File: src/pitsr_ram.sv
// ----------------------------------------------------------------------------
// pitsr_ram: generic simple dual-port RAM
// One write port and one read port; read data is registered and holds its
// value while no read is issued.
// ----------------------------------------------------------------------------
module pitsr_ram #(
	parameter int WIDTH = 8,
	parameter int DEPTH = 16
) (
	input  logic                     clk,
	input  logic                     we,
	input  logic [$clog2(DEPTH)-1:0] waddr,
	input  logic [WIDTH-1:0]         wdata,
	input  logic                     re,
	input  logic [$clog2(DEPTH)-1:0] raddr,
	output logic [WIDTH-1:0]         rdata
);

	logic [WIDTH-1:0] mem [DEPTH];

	always_ff @(posedge clk) begin
		if (we) begin
			mem[waddr] <= wdata;
		end
		if (re) begin
			rdata <= mem[raddr];
		end
	end

endmodule

File: config.mk
export PLATFORM = sky130hd
export DESIGN_NAME = pitsr_ram
export DESIGN_NICKNAME = d
export VERILOG_FILES = /design/src/pitsr_ram.sv
export SDC_FILE = /design/constraint.sdc
export NUM_CORES = 1
export LEC_CHECK = 0
export BUFFER_PORTS_ARGS = -buffer_cell sky130_fd_sc_hd__clkbuf_2
export CAP_MARGIN = 20
export CORE_UTILIZATION = 55
export DETAILED_ROUTE_END_ITERATION = 8
export PLACE_DENSITY_LB_ADDON = 0.1
export SYNTH_ARGS = -nofsm -noshare
export SYNTH_HDL_FRONTEND = slang
export SYNTH_SLANG_ARGS = --single-unit
export TNS_END_PERCENT = 5
File: constraint.sdc
create_clock -name clk -period 2.65 [get_ports clk]
set_input_delay 0.265 -clock clk [delete_from_list [all_inputs] [get_ports clk]]
set_output_delay 0.265 -clock clk [all_outputs]
set_load 0.005 [all_outputs]
Yosys cells after proc, flatten, opt, wreduce, memory -nomap -nowiden:

Memory sizes are Yosys's and may differ from the RTL's. A register that Yosys moved wholly into a read port is not among the register bits.
Index checks and enable logic that the tools add are counted.

* register bits after elaboration: 0
* memory bits (writable): 128
* input bits: 19
* output and inout port bits: 8
* logic and storage cells: 3
* memories: 1

* muxes and demuxes: 2

Memories
* mem: words 16, width 8, read ports 1, clocked after memory_dff 1, write ports 1, line 19 `logic [WIDTH-1:0] mem [DEPTH];`

Operators with widths (number)
* 2-to-1 mux 1 bit: 2

Logic depth before layout (Yosys ltp):

* word-level depth: 2
* mapped depth: 5
* depth with buffers taken out: 3

Least setup slack after synthesis:

OpenSTA, ideal clock, no wires.

* path kind: input to register
* start: input port waddr[2]
* end: memory mem[0][0], enable pin
* library setup time: 383 ps
* arrival: 1375 ps
* required time: 2267 ps
* setup slack: 892 ps
* cell stages on the path: 2
* buffers on the path: 0
* cells stage by stage: or3b_2 > nor3_1

RTL lines
* start: declaration: line 12 `input logic [$clog2(DEPTH)-1:0] waddr,`
* end: declaration: line 19

No word-level cell before the write port.

==> results.md <==
Finish:
- Fill cells in the final layout number approximately 610.
- The area of all sequential standard cells is 4084 um^2.
- The top cell types in the final layout, fill and taps aside, are sky130_fd_sc_hd__edfxtp_1, sky130_fd_sc_hd__clkbuf_2, sky130_fd_sc_hd__mux4_2.
- Cells with a size suffix above 1 make up a little under a third of the layout.
- In the final layout, the multi-input gates occupy about 1100 um^2.
- The utilization after layout is between 60 and 70%.
- The final instance area is ~6200 um^2.
- In the final design database the tool counted 301 nets.
- Relative to the synthesized area, the layout overhead comes to 18.26%.
- The number of antenna repair diodes is 0.
- After the flow finishes, the layout carries non-filler instances totaling about 420.
- The library cell used most frequently in the layout, excluding fill and tap cells, is sky130_fd_sc_hd__edfxtp_1.

Placed design:
- Detailed placement finished with a half-perimeter wire length of approximately 6000 um.
- At the end of routability-driven placement, the weighted congestion stood at slightly below 0.7.
- The count of input and output buffers is 26.
- The post-placement cell area is 5593 um^2.
- The placed cell count is a little under 400.
- Before CTS, the worst setup slack after placement is around 0.76 ns.

Worst setup path:
- The critical path goes through mux4_2, a22oi_1, nand2_1.
- The worst-case register-to-register setup slack is roughly 1.2 ns.
- The worst stage delay on the critical path is roughly 0.46 ns.
- The worst setup path startpoint is mem[3][7]$_DFFE_PP_.
- The beginning of the worst register-to-register path is mem[3][7]$_DFFE_PP_.
- The dominant delay contributor by cell family on the critical path is multiplexers.
- The buffer and inverter count on the worst path is 0.
- The critical path runs through a total of 3 cells.
- The capture point of the worst reg-to-reg path is rdata[7]$_DFFE_PP_.
- The worst setup path is captured at a flip-flop.
- The largest individual stage delay along the critical path comes from the cell sky130_fd_sc_hd__mux4_2.
- The critical path in this run is classified as flip-flop to flip-flop.
- The worst-case reg-to-reg path depth is 3.
- The critical path ends at rdata[7]$_DFFE_PP_.
- Of all nets on the critical path, the largest fanout is 1.
- The data required time of the critical path is 2.90 ns.
- Data on the critical path arrives at its endpoint at between 1.5 and 2 ns.
- STA classifies the critical path startpoint as a flip-flop.

STA:
- Setup repair after global routing left no endpoint under its margin.
- The worst setup margin is 1.158 ns.
- For the final database, setup skew stands at 0.004650 ns.
- Derived from the worst setup path, the maximum achievable clock frequency is around 670 MHz.
- At the pin with the least slew margin, the transition time is approximately 0.84 ns.
- The aggregate negative setup slack is 0 ns.
- The number of hold violations in the final report was 0.
- In the finished design, the share of the clock period the worst path needs comes to 56.31%.
- The time the worst path needs with I/O delays and setup is ~1.5 ns.
- The final count of pins violating max slew was 0.
- On the final layout, the worst hold slack is between 0.15 and 0.2 ns.
- Setup violations remaining at the end of the flow were counted as 0.
- Measured against its own limit, the worst slew margin works out to 44.12%.

Power and ir drop:
- In this run the static leakage power is around 2.1 nW.
- The share of total power consumed by net switching is between 20% and 30%.
- The power per unit of standard cell area is between 800 and 900 nW/um^2.
- The combinational cell fraction of total power is 4.3%.
- The fraction of power consumed by the clock network is 46.4%.
- Of the total power, registers draw slightly below 50%.
- The total power is 4.952 mW.
- The internal power of the cells totals roughly 4.0 mW.
- The analysis attributes to net switching a power of 1.002 mW.
- The worst voltage drop across the vdd grid is roughly 0.00042 V.

Drt:
- After detailed routing, the number of remaining DRC violations is 0.
- The average routed wire per standard cell is 23.11 um.
- The number of iterations in the first detailed-routing pass is 4.
- Once detail routing completed, the nets flagged for antenna violations numbered 0.
- The routed layout has 2452 vias.
- After the first detailed-routing iteration, the DRC count stood at ~180.
- Using the TritonRoute via totals, the vias-per-cell ratio works out to 5.797.
- The detailed-route wire length is 9777 um.

Synth:
- After Yosys synthesis, and, or, nand and nor cells account for under 10% of the synthesized area.
- Summing the areas of all compound-gate instances in the mapped netlist gives 2.298% of the synthesized area.
- After synthesis the netlist holds a flip-flop and latch count of 136.
- The number of instances in the synthesized netlist is 229.
- The xor and xnor area share after synthesis is 0%.
- After synthesis, the largest family of logic cells by area is multiplexers.
- The synthesized netlist devotes 0% of its cell area to adder and majority cells.
- The post-synthesis instance area is 5228 um^2.
- The share of cell area taken by muxes after synthesis is 14.79%.
- The average instance area after synthesis is approximately 23 um^2.
- Yosys mapped the design onto 18 distinct sky130hd cell types.
- The synthesized net count is approximately 250.
- The sequential fraction of the synthesis area is between 70% and 80%.
- Yosys printed 0 warnings.

Clock tree:
- The number of buffers created by CTS is 17.
- The clock-pin slew on the worst setup and hold paths is approximately 0.060 ns.
- In this run, post-CTS hold repair placed 0 buffers.
- The clock passes through at most 2 buffers.
- The number of levels in the clock H-tree is 4.
- TritonCTS built the clock tree.
- The cell sitting at the root of the clock tree is a sky130_fd_sc_hd__clkbuf_8.
- In this run, post-CTS repair resized a total of 0 instances.
- The clock latency reported for the late side of the worst-skew pair is 0.51 ns.
- Clock tree synthesis found a total of ~140 sinks.
- The post-CTS setup repair buffer count is 0.

Floorplan:
- The effective utilization at floorplan is 56.57%.
- The die is between 90 and 100 um tall.
- The floorplan step defined a die boundary enclosing just under 10000 um^2.
- The number of placed I/O pins is 27.
- The floorplan row count is 35.
- The chip width is between 90 and 100 um.
- After floorplanning, the core was sized to cover between 9000 and 10000 um^2.

Global routing:
- Global routing consumed, over all layers together, roughly 23% of the routing resources.
- Entering global routing, the biggest net connects 33 pins.
- The number of global-route vias before repair is approximately 2500.
- The first global-routing pass estimated roughly 15000 um of wire.
- The number of antenna violations at the first check in global routing is 0.
- After global routing the overflow that remains totals 0.

Flow run:
- The max capacitance violation total is 0.

Status:
- The run finished with clean final reports.

Hold path:
- The class of the tightest hold or removal check is input port to flip-flop.
[metal layers]
layer	track usage [%]	part of all wire [%]	vias to the layer above
li1	-	-	1088
met1	31.54	44	1273
met2	35.31	50	87
met3	6.535	5.9	4
met4	6.448	0.50	0
met5	0	0	-
[cell usage after synthesis (all sizes together)]
| cell | instances | area, um^2 |
|---|---|---|
| a22oi | 16 | 120.1 |
| and2 | 1 | 6.260 |
| and2b | 1 | 7.510 |
| buf | 7 | 56.30 |
| clkdlybuf4s25 | 3 | 30.03 |
| edfxtp | 136 | 4084 |
| mux4 | 32 | 773.2 |
| nand2 | 9 | 33.78 |
| nand2b | 2 | 12.51 |
| nand3 | 1 | 5.000 |
| nand3b | 2 | 15.01 |
| nor2 | 13 | 48.80 |
| nor2b | 1 | 6.260 |
| nor3 | 4 | 20.02 |
| or3b | 1 | 8.760 |
[registers in the layout, summed over array words and instances, names as in the netlist]
register	count
mem	128
rdata	8
[area by class of cell]
class / count / share of cell area [%]
clock buffer: 17 / 6.699
clock inverter: 14 / 2.833
multi-input combinational: 83 / 17.10
sequential: 136 / 66.06
tap: 129 / 2.611
timing repair buffer: 44 / 4.695
[logic make-up (layout without fill, tap and decap cells)]
logic type	count (synthesis)	after routing
buffers and inverters	10	75
flip-flops	136	136
AO/OA/AOI/OAI	16	16
AND/OR/NAND/NOR	35	35
multiplexers	32	32
[worst min path at each step]
stage               slack, ns                    to  depth (start not counted)               start
floorplan                0.36   mem[0][0]$_DFFE_PP_                          0            wdata[0]
global placement         0.67              rdata[1]                          1  rdata[1]$_DFFE_PP_
detailed placement       0.67              rdata[0]                          1  rdata[0]$_DFFE_PP_
CTS                      0.16  mem[13][4]$_DFFE_PP_                          1            wdata[4]
global route             0.16    rdata[6]$_DFFE_PP_                          1                  re
finish                   0.17    rdata[6]$_DFFE_PP_                          1                  re
[power by group through the flow]
stage               clock network (mW)  registers (mW)  logic [mW]
detailed placement                   0            2.48       0.217
global route                      2.42            2.44       0.232
finish                            2.30            2.44       0.214
CTS                               2.33            2.44       0.218
global placement                     0            2.48       0.214
floorplan                            0            2.48       0.122
Note: power is estimated with default switching activity, not from simulation.
